==> config.mk <==
export PLATFORM = sky130hd
export DESIGN_NAME = tcsu_ctrl
export DESIGN_NICKNAME = d
export VERILOG_FILES = /design/src/hdl/text_console_cursor_scroll_unit_defines.svh /design/src/hdl/tcsu_pkg.sv /design/src/hdl/tcsu_ctrl.sv
export SDC_FILE = /design/constraint.sdc
export NUM_CORES = 1
export LEC_CHECK = 0
export BUFFER_PORTS_ARGS = -buffer_cell sky130_fd_sc_hd__clkbuf_2
export CAP_MARGIN = 15
export CORE_AREA = 2 2 39 41
export DETAILED_ROUTE_END_ITERATION = 6
export DIE_AREA = 0 0 41 43
export SLEW_MARGIN = 20
export SYNTH_ARGS = -nofsm -noshare
export SYNTH_HDL_FRONTEND = slang
export SYNTH_SLANG_ARGS = --single-unit
==> constraint.sdc <==
create_clock -name clock -period 2 [get_ports clock]
set_input_delay 0.2 -clock clock [delete_from_list [all_inputs] [get_ports clock]]
set_output_delay 0.2 -clock clock [all_outputs]
set_load 0.005 [all_outputs]
==> src/hdl/text_console_cursor_scroll_unit_defines.svh <==
// ----------------------------------------------------------------------------
// text_console_cursor_scroll_unit_defines.svh
// assertion macros for the text console cursor and scroll unit
// ----------------------------------------------------------------------------
`ifndef TEXT_CONSOLE_CURSOR_SCROLL_UNIT_DEFINES_SVH
`define TEXT_CONSOLE_CURSOR_SCROLL_UNIT_DEFINES_SVH

// consequent must hold in the same cycle as the antecedent
`define TCSU_ASSERT_SAME(label, ante, cons, msg) \
   label: assert property (@(posedge clock) disable iff (reset) (ante) |-> (cons)) \
      else $error(msg);

// consequent must hold in the cycle after the antecedent
`define TCSU_ASSERT_NEXT(label, ante, cons, msg) \
   label: assert property (@(posedge clock) disable iff (reset) (ante) |=> (cons)) \
      else $error(msg);

`endif

==> src/hdl/tcsu_pkg.sv <==
// ----------------------------------------------------------------------------
// tcsu_pkg
// shared constants, payload types and control structs for the console unit
// ----------------------------------------------------------------------------
`timescale 1ns / 1ps
`default_nettype none

package tcsu_pkg;

   // screen geometry
   localparam int COLUMNS    = 80;
   localparam int ROWS       = 25;
   localparam int ROW_W      = 5;
   localparam int COL_W      = 7;
   localparam int CHAR_W     = 8;
   localparam int CELL_W     = 16;
   localparam int CELL_COUNT = ROWS * COLUMNS;
   localparam int ADDR_W     = $clog2(CELL_COUNT);

   // character and attribute codes
   localparam logic [CHAR_W-1:0] NEWLINE_CODE = 8'd10;
   localparam logic [CHAR_W-1:0] SPACE_CODE   = 8'd32;
   localparam logic [CHAR_W-1:0] RESET_COLOR  = 8'd7;
   localparam logic [CELL_W-1:0] BLANK_CELL   = {RESET_COLOR, SPACE_CODE};

   typedef enum logic {
      OP_WRITE = 1'b0,
      OP_READ  = 1'b1
   } op_type;

   // request transaction
   typedef struct packed {
      op_type             op;
      logic [CHAR_W-1:0]  char_code;
      logic [ROW_W-1:0]   cell_row;
      logic [COL_W-1:0]   cell_col;
   } req_type;

   // response transaction
   typedef struct packed {
      logic [CELL_W-1:0]  cell_data;
      logic [ROW_W-1:0]   cursor_row;
      logic [COL_W-1:0]   cursor_col;
      logic               scrolled;
   } rsp_type;

   // controller to datapath commands
   typedef struct packed {
      logic capture;
      logic exec;
      logic rd_latch;
      logic clr_step;
      logic init_step;
      logic load_rsp;
   } cmd_type;

   // datapath to controller status
   typedef struct packed {
      logic need_read;
      logic need_clear;
      logic clr_last;
      logic init_last;
   } sts_type;

endpackage

`default_nettype wire

==> src/hdl/tcsu_ctrl.sv <==
// ----------------------------------------------------------------------------
// tcsu_ctrl
// sequencer for store clearing, transaction execution and response hand-off
// ----------------------------------------------------------------------------
`timescale 1ns / 1ps
`default_nettype none

module tcsu_ctrl (
   input  logic              clock,
   input  logic              reset,
   input  logic              req_valid,
   output logic              req_ready,
   output logic              rsp_valid,
   input  logic              rsp_ready,
   output tcsu_pkg::cmd_type cmd,
   input  tcsu_pkg::sts_type sts
);

   typedef enum logic [5:0] {
      ST_INIT   = 6'b000001,
      ST_IDLE   = 6'b000010,
      ST_EXEC   = 6'b000100,
      ST_READ   = 6'b001000,
      ST_CLEAR  = 6'b010000,
      ST_FINISH = 6'b100000
   } state_type;

   state_type state_ff, state_in;
   logic      rsp_valid_ff, rsp_valid_in;

   // commands decoded from the state
   always_comb begin
      req_ready     = (state_ff == ST_IDLE);
      cmd.capture   = req_valid && req_ready;
      cmd.exec      = (state_ff == ST_EXEC);
      cmd.rd_latch  = (state_ff == ST_READ);
      cmd.clr_step  = (state_ff == ST_CLEAR);
      cmd.init_step = (state_ff == ST_INIT);
      cmd.load_rsp  = (state_ff == ST_FINISH) && (!rsp_valid_ff || rsp_ready);
   end

   // state transitions
   always_comb begin
      state_in = state_ff;
      case (state_ff)
         ST_INIT: begin
            if (sts.init_last) begin
               state_in = ST_IDLE;
            end
         end
         ST_IDLE: begin
            if (cmd.capture) begin
               state_in = ST_EXEC;
            end
         end
         ST_EXEC: begin
            if (sts.need_read) begin
               state_in = ST_READ;
            end else if (sts.need_clear) begin
               state_in = ST_CLEAR;
            end else begin
               state_in = ST_FINISH;
            end
         end
         ST_READ: begin
            state_in = ST_FINISH;
         end
         ST_CLEAR: begin
            if (sts.clr_last) begin
               state_in = ST_FINISH;
            end
         end
         ST_FINISH: begin
            if (cmd.load_rsp) begin
               state_in = ST_IDLE;
            end
         end
         default: begin
            state_in = ST_INIT;
         end
      endcase
   end

   // response valid flag
   always_comb begin
      rsp_valid_in = rsp_valid_ff;
      if (cmd.load_rsp) begin
         rsp_valid_in = 1'b1;
      end else if (rsp_ready) begin
         rsp_valid_in = 1'b0;
      end
   end

   always_ff @(posedge clock) begin
      if (reset) begin
         state_ff     <= ST_INIT;
         rsp_valid_ff <= 1'b0;
      end else begin
         state_ff     <= state_in;
         rsp_valid_ff <= rsp_valid_in;
      end
   end

   assign rsp_valid = rsp_valid_ff;

endmodule

`default_nettype wire

# Word level (Yosys, flattened, before mapping)
# Index checks and enable logic that the tools add are counted.
[word_totals] reg_bits=7 input_bits=8 output_inout_bits=8 elab_cells=27
[classes] n_eq_ne=10 mux=9 n_reduce_logical=6
[ops] operator="$mux W6" count=6
[ops] operator="$pmux W6 S6" count=1
[ops] operator="$eq A6 B1 Y1 const B" count=1
[ops] operator="$eq A6 B2 Y1 const B" count=1
[ops] operator="$eq A6 B3 Y1 const B" count=1
[ops] operator="$eq A6 B4 Y1 const B" count=1
[ops] operator="$eq A6 B5 Y1 const B" count=1
[ops] operator="$eq A6 B6 Y1 const B" count=1
[ops] operator="$ne A2 B1 Y1 const B" count=3
[ops] operator="$reduce_and A4 Y1" count=1
[ops] operator="$logic_and A1 B1 Y1" count=2
[ops] operator="$mux W1" count=2
[ops] operator="$ne A2 B2 Y1 const B" count=1
[ops] operator="$reduce_bool A2 Y1" count=1
[ops] operator="$logic_not A1 Y1" count=1
[ops] operator="$logic_or A1 B1 Y1" count=1

# Depth between registers and ports, before layout
# Gate-level depths: netlist of the first run.
[depth] ltp_word=5 depth_mapped=5 depth_no_buf=4

# Worst setup path before layout of the first run
# OpenSTA, ideal clock, no wires.
[synth_timing] kind="register to register" startpoint="register state_ff[4]" endpoint="register state_ff[0]" setup_time_ns=0.122 arrival_time_ns=1.278 required_time_ns=1.878 slack_ns=0.600 stages_incl_launch_ff=6 n_path_buf=1 period_less_slack_ns=1.400 cell_sequence="dfxtp_1 buf_2 nor4_4 nand3b_2 and3_1 a221o_1"
[synth_via] elab_chain_len=4 elab_cells_between_ends=14 cone_classes="10 x eq/ne; 1 x mux; 3 x reduce/logical"
[synth_rtl] item="start, declared" line_no="tcsu_ctrl.sv:28" rtl="state_type state_ff, state_in;"
[synth_rtl] item="start signal, assigned" line_no="tcsu_ctrl.sv:99" rtl="state_ff <= state_in;"
[synth_rtl] item="$eq A6 B6 Y1 / $eq A6 B2 Y1 (equally long branches)" line_no="tcsu_ctrl.sv:39, tcsu_ctrl.sv:45, tcsu_ctrl.sv:33"
[synth_rtl] item="$logic_and A1 B1 Y1 (on tied branches)" line_no="tcsu_ctrl.sv:39, tcsu_ctrl.sv:34"
[synth_rtl] item="$ne A2 B2 Y1 (no line) / $ne A2 B1 Y1 (equally long branches)"
[synth_rtl] item="$reduce_and A4 Y1 (no line)"
# Parallel ways exist; a longest one is shown, timed or not.
# A chain may end at the register's enable or synchronous reset.

==> impl_metrics.py, run 1 <==
metrics = {
    "status": {
        "outcome": "complete, no violations",
    },
    "layout": {
        "final_cell_mix": "clkbuf_2 (15), dfxtp_1 (7), nor2_1 (4)",
        "syn_to_final_growth_pct": 22.3,
        "antenna_cells": 0,
        "layout_commonest_cell": "clkbuf_2",
        "finish.instance_area_um2": 549,
        "final_util_pct": 39.7,
        "final.fill_count": 148,
        "drive_above_1_share_pct": 32.8,
        "final-instance-count-excl-fill": 83,
        "nets": 76,
    },
    "sta": {
        "rsz0062_at_grt": "no",
        "period_share_pct": 83.0,
        "worstMarginPinSlew_ns": 0.449,
        "tns_ns": 0,
        "setup_violations": 0,
        "setup_slack_ns": 0.340,
        "relSlewSlack_pct": 69.8,
        "hold_viol_final": 0,
        "timing.final.crit_period_ns": 1.66,
        "max_freq_mhz": 602,
        "slew_violations": 0,
        "worst_clock_skew_ns": 0.00462,
    },
    "clock_tree": {
        "clk_transition_reported_paths_ns": 0.05,
        "insertion_delay_ns": 0.25,
        "cts_tree": "built",
        "postCtsHoldBufs": 0,
        "clockRootBuffer": "clkbuf_4",
        "clockBufferDepth": 2,
        "post_cts_buffers": 0,
        "cts_num_sinks": 7,
        "h-tree-depth": 1,
        "cts_resized": 0,
        "cts_buffers": 3,
    },
    "routing": {
        "routed_wl_um": 892,
        "routed_via_density": 5.04,
        "wl_per_cell_um": 10.7,
        "drc_errors": 0,
        "drt_pass1_iterations": 4,
        "dr.first_iter.drc_count": 6,
        "vias": 418,
        "ant_nets": 0,
    },
    "global_route": {
        "grt_pass1_vias": 349,
        "antenna_found_initial": 0,
        "overflow": 0,
        "grt_start_max_net_pins": 9,
        "grt_pass1_wl_um": 1460,
        "grtUsageTotal_pct": 12.2,
    },
    "place": {
        "place_congestion": 0.720,
        "preCtsSetupSlack_ns": 0.525,
        "io_buffers": 15,
        "placed_area_um2": 523,
        "placed_cells": 79,
        "hpwl_um": 710,
    },
    "worst_setup_path": {
        "reg2regPathDepth": 4,
        "critical_path_arrival_ns": 1.46,
        "r2r-end": "state_ff[0]",
        "startpoint_type": "flip-flop",
        "r2r_slack_ns": 0.51,
        "reg2reg_from": "state_ff[2]",
        "cp.required_ns": 1.80,
        "critical_path.endpoint_type": "output pin",
        "crit_type": "flip-flop to output pin",
        "path_max_fanout": 6,
    },
    "power": {
        "seqPwrFrac_pct": 40.6,
        "leakagePower_nw": 0.259,
        "p_sw_mw": 0.145,
        "switching_share_pct": 32.5,
        "p_clk_share_pct": 28.3,
        "peakVddDrop_v": 0.000324,
        "p_per_area_nw_per_um2": 813,
        "combPwrFrac_pct": 31.2,
        "intPower_mw": 0.301,
    },
    "logic_synthesis": {
        "syn_area_um2": 449,
        "synth_area_per_cell_um2": 8.64,
        "seq_area_frac_synth_pct": 31.2,
        "synth.distinct_cells": 32,
        "syn_inst": 52,
        "ys_ff_latch": 7,
        "yosys_warnings": 0,
        "synth_nets": 60,
    },
    "floorplanning": {
        "row_count": 14,
        "core_um2": 1380,
        "die_h_um": 43,
        "die_width_um": 41,
        "die-area_um2": 1760,
        "initial_core_util_pct": 32.5,
        "io_pins": 16,
    },
    "job": {
        "maxCapViolCount": 0,
    },
    "worst_hold_path": {
        "min_from": "sts[3]",
        "whs_path_depth": 2,
        "holdPathEnd": "state_ff[3]",
        "min_path_type": "input pin to flip-flop",
    },
}
==> power groups by stage <==
stage | clock [mW] | combinational, mW | sequential (mW)
floorplan | 0 | 0.118 | 0.167
CTS | 0.131 | 0.140 | 0.181
global route | 0.142 | 0.155 | 0.185
detailed placement | 0 | 0.139 | 0.184
global placement | 0 | 0.140 | 0.185
finish | 0.126 | 0.139 | 0.181
==> worst max-delay path, cell delays in order (launching register included) <==
cell and delay (ns):
dfxtp_1 0.37, nor4_4 0.35, nand3b_2 0.17, inv_1 0.10, and2_1 0.12, clkbuf_2 0.10
==> cell type report <==
type	count	area (um2)	area share [%]
Inverter	3	11.3	2.05
Multi-Input combinational cell	38	277	50.3
Clock buffer	4	26.3	4.78
Timing Repair Buffer	15	75.1	13.7
Sequential cell	7	140	25.5
Tap cell	16	20.0	3.64
==> logic make-up after synthesis <==
kind of cell	synth area share, %
xor gates and xnor gates	3.90
and+or+nand+nor	45.1
AOI/OAI and AO/OA	12.5
DFF	31.2
buffers and inverters	7.24
==> worst max-delay path by stage <==
| stage | start | end | depth (start not counted) |
|---|---|---|---|
| after floorplan | state_ff[4] | state_ff[0] | 5 |
| after global placement | state_ff[2] | state_ff[0] | 4 |
| after detailed placement | state_ff[2] | state_ff[0] | 4 |
| after CTS | state_ff[2] | cmd[5] | 5 |
| after global routing | state_ff[3] | cmd[5] | 5 |
| final | state_ff[2] | cmd[5] | 5 |
==> per-layer routing <==
layer / track usage (%) / share of wire, % / vias to the layer above
met1: 17.2 / 49 / 186
met3: 3.14 / 5.3 / 0
met2: 15.6 / 46 / 13
met4: 8.00 / 0 / 0
met5: 0 / 0 / -
li1: - / - / 219
==> through the flow <==
stage                     total power [mW]  hold WS (ns)
after CTS                            0.452         0.217
after floorplan                      0.285         0.372
final                                0.446         0.221
after global routing                 0.482         0.229
after global placement               0.324         0.465
after detailed placement             0.323         0.476
==> Yosys cell counts <==
library cell | n | area [um2]
and2_1 | 1 | 6.26
nand2b_1 | 2 | 12.5
nand4b_1 | 2 | 17.5
o311a_1 | 1 | 10.0
nor2_1 | 4 | 15.0
and3_1 | 1 | 6.26
or3b_1 | 1 | 8.76
buf_2 | 1 | 5.00
inv_1 | 3 | 11.3
nand3b_2 | 1 | 11.3
nor4b_1 | 1 | 8.76
dfxtp_1 | 7 | 140
nor2b_1 | 1 | 6.26
or2_2 | 1 | 6.26
nor4_4 | 1 | 21.3
o21ai_0 | 2 | 10.0
nor4_1 | 2 | 12.5
nand2_1 | 1 | 3.75
nor3b_1 | 2 | 15.0
buf_4 | 1 | 7.51
buf_1 | 1 | 3.75
a221o_1 | 1 | 10.0
clkbuf_2 | 1 | 5.00
a21oi_1 | 2 | 10.0
nand3_1 | 1 | 5.00
and3b_1 | 2 | 17.5
and4b_2 | 1 | 11.3
xor2_1 | 2 | 17.5
o211ai_1 | 1 | 7.51
o32ai_1 | 1 | 8.76
nand3b_1 | 1 | 7.51
nor3_1 | 2 | 10.0
==> sequential cells by signal (all words and copies together) (netlist names) <==
signal     cells
state_ff       6
rsp_valid      1
(Power assumes the default switching activity.)
==> run 2: changes to the inputs <==
--- a/config.mk
+++ b/config.mk
@@ -5,6 +5,7 @@
 export SDC_FILE = /design/constraint.sdc
 export NUM_CORES = 1
 export LEC_CHECK = 0
+export ABC_AREA = 1
 export BUFFER_PORTS_ARGS = -buffer_cell sky130_fd_sc_hd__clkbuf_2
 export CAP_MARGIN = 15
 export CORE_AREA = 2 2 39 41
==> constraint.sdc (replaced) <==
create_clock -name clock -period 1.66 [get_ports clock]
set_input_delay 0.166 -clock clock [delete_from_list [all_inputs] [get_ports clock]]
set_output_delay 0.166 -clock clock [all_outputs]
set_load 0.005 [all_outputs]
==> run 2 against run 1 <==
Against the previous run:
- total power increased by 5.1%
- largest cell class unchanged
- clock power increased by 28%
- combinational power decreased by 17%
- cell count increased by 18%
- design area decreased by 2.7%
- synthesized cell count increased by 23%
- highest routed layer is now met4
- routed wire length decreased by 2.1%
==> impl_metrics.py, run 2 <==
metrics = {
    "routing": {
        "wl_per_cell_um": 8.91,
        "ant_nets": 0,
        "routed_via_density": 4.52,
        "drt_pass1_iterations": 4,
        "routed_wl_um": 873,
        "drc_errors": 0,
        "vias": 443,
        "dr.first_iter.drc_count": 16,
    },
    "place": {
        "io_buffers": 15,
        "hpwl_um": 712,
        "preCtsSetupSlack_ns": 0.467,
        "placed_cells": 94,
        "placed_area_um2": 508,
        "place_congestion": 0.786,
    },
    "logic_synthesis": {
        "synth-edff-count": 0,
        "synth_most_common_cell": "inv_1",
        "synth_flop_cell": "dfxtp_1",
        "synthTopCellsByArea": "dfxtp_1 (33%), inv_1 (13%), nor2_1 (11%)",
        "async_flop_share_pct": 0,
        "syn_area_um2": 420,
        "synth_area_per_cell_um2": 6.57,
        "synth_top_cell_by_area": "dfxtp_1",
        "synth_nets": 72,
        "ys_ff_latch": 7,
        "synth.distinct_cells": 15,
        "yosys_warnings": 0,
        "seq_area_frac_synth_pct": 33.3,
        "synth_top_area_share_pct": 33.3,
        "yosys-top-cells-count": "inv_1 (14), nor2_1 (12), dfxtp_1 (7)",
        "syn_inst": 64,
    },
    "layout": {
        "layout_commonest_cell": "clkbuf_2",
        "final.fill_count": 151,
        "nets": 91,
        "final_util_pct": 38.6,
        "antenna_cells": 0,
        "syn_to_final_growth_pct": 27.1,
        "final-instance-count-excl-fill": 98,
        "drive_above_1_share_pct": 34.1,
        "largest_reg_flops": 6,
        "top_register": "state_ff",
        "finish.instance_area_um2": 534,
        "final_cell_mix": "clkbuf_2 (15), inv_1 (14), nor2_1 (12)",
    },
    "floorplanning": {
        "core_um2": 1380,
        "die_width_um": 41,
        "die_h_um": 43,
        "io_pins": 16,
        "die-area_um2": 1760,
        "initial_core_util_pct": 30.4,
        "row_count": 14,
    },
    "sta": {
        "worstMarginPinSlew_ns": 0.292,
        "hold_ws_ns": 0.156,
        "period_share_pct": 87.6,
        "hold_viol_final": 0,
        "setup_violations": 0,
        "timing.final.crit_period_ns": 1.45,
        "rsz0062_at_grt": "no",
        "worst_clock_skew_ns": 0.00440,
        "slew_violations": 0,
        "setup_slack_ns": 0.206,
        "max_freq_mhz": 688,
        "relSlewSlack_pct": 80.5,
        "tns_ns": 0,
    },
    "power": {
        "p_per_area_nw_per_um2": 878,
        "peakVddDrop_v": 0.000303,
        "leakagePower_nw": 0.308,
        "report.power.total_mw": 0.469,
    },
    "worst_hold_path": {
        "whs_path_depth": 3,
        "min_from": "sts[3]",
        "min_path_type": "input pin to flip-flop",
        "holdPathEnd": "state_ff[3]",
    },
    "worst_setup_path": {
        "reg2reg_from": "state_ff[2]",
        "r2r_slack_ns": 0.50,
        "path_max_fanout": 8,
        "reg2regPathDepth": 6,
        "r2r-end": "state_ff[1]",
        "critical_path.endpoint_type": "output pin",
        "startpoint_type": "flip-flop",
        "crit_type": "flip-flop to output pin",
        "critical_path_arrival_ns": 1.29,
        "cp.required_ns": 1.49,
    },
    "clock_tree": {
        "cts_buffers": 3,
        "clockBufferDepth": 2,
        "cts_resized": 0,
        "h-tree-depth": 1,
        "clk_transition_reported_paths_ns": 0.05,
        "insertion_delay_ns": 0.26,
        "postCtsHoldBufs": 0,
        "cts_num_sinks": 7,
        "post_cts_buffers": 0,
        "clockRootBuffer": "clkbuf_4",
        "cts_tree": "built",
    },
    "global_route": {
        "overflow": 0,
        "grt_start_max_net_pins": 9,
        "grt_pass1_vias": 361,
        "grt_pass1_wl_um": 1440,
        "grtUsageTotal_pct": 12.5,
        "antenna_found_initial": 0,
    },
    "status": {
        "outcome": "complete, no violations",
    },
    "job": {
        "maxCapViolCount": 0,
    },
}
run 2: cell type report:
| cell class | count | area, um2 | share of cell area (%) |
|---|---|---|---|
| inverter | 15 | 56.3 | 10.5 |
| multi-input combinational | 41 | 216 | 40.5 |
| tap | 16 | 20.0 | 3.75 |
| timing repair buffer | 15 | 75.1 | 14.1 |
| clock buffer | 4 | 26.3 | 4.92 |
| sequential | 7 | 140 | 26.2 |
run 2: cells by family (layout without fill, tap and decap cells):
family,count (synthesis),after routing,synth area share (%)
compound gates,3,3,4.46
buf+inv,16,34,15.2
flops,7,7,33.3
simple gates,38,38,47.0
run 2: routing by layer:
layer	wire (um)	share of wire (%)	vias up	track usage [%]
met4	14	1.6	0	4.00
met3	86	9.9	3	7.85
met2	384	44	17	17.2
met1	387	44	182	15.5
li1	-	-	241	-
met5	0	0	-	0
run 2: power by group:
part / internal [mW] / switching, mW / total [mW]
clock: 0.0921 / 0.0693 / 0.161
combinational: 0.0462 / 0.0692 / 0.115
sequential: 0.181 / 0.0111 / 0.192
run 2: how the worst max path moves through the flow:
stage                            from     end  cells past startpoint
after CTS                 state_ff[2]  cmd[5]                      4
after global placement    state_ff[2]  cmd[5]                      4
after global routing      state_ff[2]  cmd[5]                      4
after floorplan           state_ff[2]  cmd[0]                      4
after detailed placement  state_ff[2]  cmd[5]                      4
final                     state_ff[2]  cmd[5]                      4
run 2: worst max-delay path: stages, from the launching register on:
cell and delay [ns]:
dfxtp_1 0.32, nor2_2 0.27, nand3_1 0.21, nor2_1 0.12
clkbuf_2 0.12
==> run 3: changes to the inputs <==
--- a/config.mk
+++ b/config.mk
@@ -6,11 +6,13 @@
 export NUM_CORES = 1
 export LEC_CHECK = 0
 export ABC_AREA = 1
+export ABC_CLOCK_PERIOD_IN_PS = 1660
 export BUFFER_PORTS_ARGS = -buffer_cell sky130_fd_sc_hd__clkbuf_2
 export CAP_MARGIN = 15
 export CORE_AREA = 2 2 39 41
 export DETAILED_ROUTE_END_ITERATION = 6
 export DIE_AREA = 0 0 41 43
+export PLACE_DENSITY = 0.58
 export SLEW_MARGIN = 20
 export SYNTH_ARGS = -nofsm -noshare
 export SYNTH_HDL_FRONTEND = slang
==> run 3 against run 2 <==
Against the previous run:
- clock power rose by 2%
- hold slack lost 0.011 ns
- register-to-register slack is essentially flat
- design area unchanged
- die area unchanged
- highest routed layer unchanged
- critical endpoint unchanged
- largest cell class unchanged
- cell count stayed put
==> impl_metrics.py, run 3 (synthesis gave the netlist of run 2 again) <==
metrics = {
    "clock_tree": {
        "cts_buffers": 3,
        "cts_resized": 0,
        "postCtsHoldBufs": 0,
        "clk_transition_reported_paths_ns": 0.06,
        "cts_num_sinks": 7,
        "post_cts_buffers": 0,
        "h-tree-depth": 1,
        "clockRootBuffer": "clkbuf_4",
        "cts_tree": "built",
        "insertion_delay_ns": 0.26,
        "clockBufferDepth": 2,
    },
    "power": {
        "p_clk_share_pct": 34.8,
        "combPwrFrac_pct": 24.9,
        "p_sw_mw": 0.155,
        "switching_share_pct": 32.7,
        "intPower_mw": 0.320,
        "leakagePower_nw": 0.308,
        "p_per_area_nw_per_um2": 889,
        "peakVddDrop_v": 0.000498,
        "seqPwrFrac_pct": 40.3,
    },
    "routing": {
        "dr.first_iter.drc_count": 6,
        "vias": 454,
        "drc_errors": 0,
        "wl_per_cell_um": 9.70,
        "routed_via_density": 4.63,
        "drt_pass1_iterations": 3,
        "routed_wl_um": 951,
        "ant_nets": 0,
    },
    "floorplanning": {
        "die-area_um2": 1760,
        "row_count": 14,
        "initial_core_util_pct": 30.4,
        "die_width_um": 41,
        "io_pins": 16,
        "core_um2": 1380,
        "die_h_um": 43,
    },
    "layout": {
        "top_register": "state_ff",
        "final-instance-count-excl-fill": 98,
        "multi_input_area_um2": 216,
        "nets": 91,
        "drive_above_1_share_pct": 34.1,
        "final_cell_mix": "clkbuf_2 (15), inv_1 (14), nor2_1 (12)",
        "register_area_um2": 140,
        "antenna_cells": 0,
        "syn_to_final_growth_pct": 27.1,
        "layout_commonest_cell": "clkbuf_2",
        "final.fill_count": 161,
        "largest_reg_flops": 6,
    },
    "global_route": {
        "grt.met2_usage_pct": 18.1,
        "antenna_found_initial": 0,
        "grt_pass1_wl_um": 1440,
        "grt_start_max_net_pins": 9,
        "busiest_layer": "met2",
        "grt_pass1_vias": 373,
        "use_met3_pct": 7.85,
        "overflow": 0,
        "grtUsageTotal_pct": 13.5,
        "met1_usage_pct": 14.0,
    },
    "worst_hold_path": {
        "min_path_type": "input pin to flip-flop",
        "min_from": "sts[3]",
        "whs_path_depth": 3,
        "holdPathEnd": "state_ff[3]",
    },
    "worst_setup_path": {
        "startpoint_type": "flip-flop",
        "max_stage_delay_ns": 0.33,
        "r2r_slack_ns": 0.49,
        "r2r-end": "state_ff[0]",
        "path_max_fanout": 8,
        "crit_slowest_cell": "dfxtp_1",
        "cp.required_ns": 1.49,
        "reg2reg_from": "state_ff[3]",
        "reg2regPathDepth": 6,
        "critical_path.endpoint_type": "output pin",
        "critical_path_arrival_ns": 1.26,
        "crit_type": "flip-flop to output pin",
        "path_cells": "nor2_2, nand3_1, nor2_1, clkbuf_2",
    },
    "sta": {
        "rsz0062_at_grt": "no",
        "setup_slack_ns": 0.233,
        "hold_viol_final": 0,
        "period_share_pct": 86.0,
        "worst_clock_skew_ns": 0.00836,
        "tns_ns": 0,
        "slew_violations": 0,
        "relSlewSlack_pct": 80.4,
        "worstMarginPinSlew_ns": 0.293,
        "max_freq_mhz": 701,
        "setup_violations": 0,
        "timing.final.crit_period_ns": 1.43,
    },
    "place": {
        "preCtsSetupSlack_ns": 0.501,
        "hpwl_um": 737,
        "placed_cells": 94,
        "io_buffers": 15,
        "place_congestion": 0.852,
    },
    "job": {
        "maxCapViolCount": 0,
    },
    "status": {
        "outcome": "complete, no violations",
    },
}
-- run 3: cell counts in the layout (fill, tap and decap cells not counted) --
Identical to the previous run, type by type.
-- run 3: critical path, delay by kind of cell, from the launching register on --
kind | cells | cell delay (ns)
simple gates | 3 | 0.56
buf+inv | 1 | 0.12
flops | 1 | 0.33
-- run 3: worst max path at each step --
stage | cells after the start | slack (ns) | from | to
floorplan | 4 | 0.62 | state_ff[2] | cmd[0]
global placement | 4 | 0.51 | state_ff[2] | cmd[5]
detailed placement | 6 | 0.50 | state_ff[2] | state_ff[0]
CTS | 4 | 0.23 | state_ff[3] | cmd[5]
global route | 4 | 0.13 | state_ff[3] | cmd[5]
finish | 4 | 0.23 | state_ff[3] | cmd[5]
-- run 3: area by class of cell --
cell class	count	area share, %
Multi-Input combinational cell	41	40.5
Clock buffer	4	4.92
Tap cell	16	3.75
Timing Repair Buffer	15	14.1
Sequential cell	7	26.2
Inverter	15	10.5
-- run 3: through the flow --
stage	cell area, um2	hold WS [ns]	total power [mW]	utilization, %
floorplan	420	0.228	0.274	-
global placement	508	0.419	0.313	36.7
detailed placement	508	0.418	0.315	36.7
CTS	534	0.139	0.484	38.6
global route	534	0.138	0.509	38.6
finish	534	0.145	0.475	38.6
-- run 3: routing by layer --
metal	share of wire, %	vias to the layer above
met2	46	14
met1	44	196
li1	-	240
met4	2.7	0
met3	7.4	4
met5	0	-
-- run 3: power by group through the flow --
stage / logic (mW) / clock network (mW) / registers, mW
after CTS: 0.120 / 0.172 / 0.192
after detailed placement: 0.119 / 0 / 0.195
after floorplan: 0.0799 / 0 / 0.194
after global placement: 0.118 / 0 / 0.195
final: 0.118 / 0.165 / 0.192
after global routing: 0.132 / 0.183 / 0.193
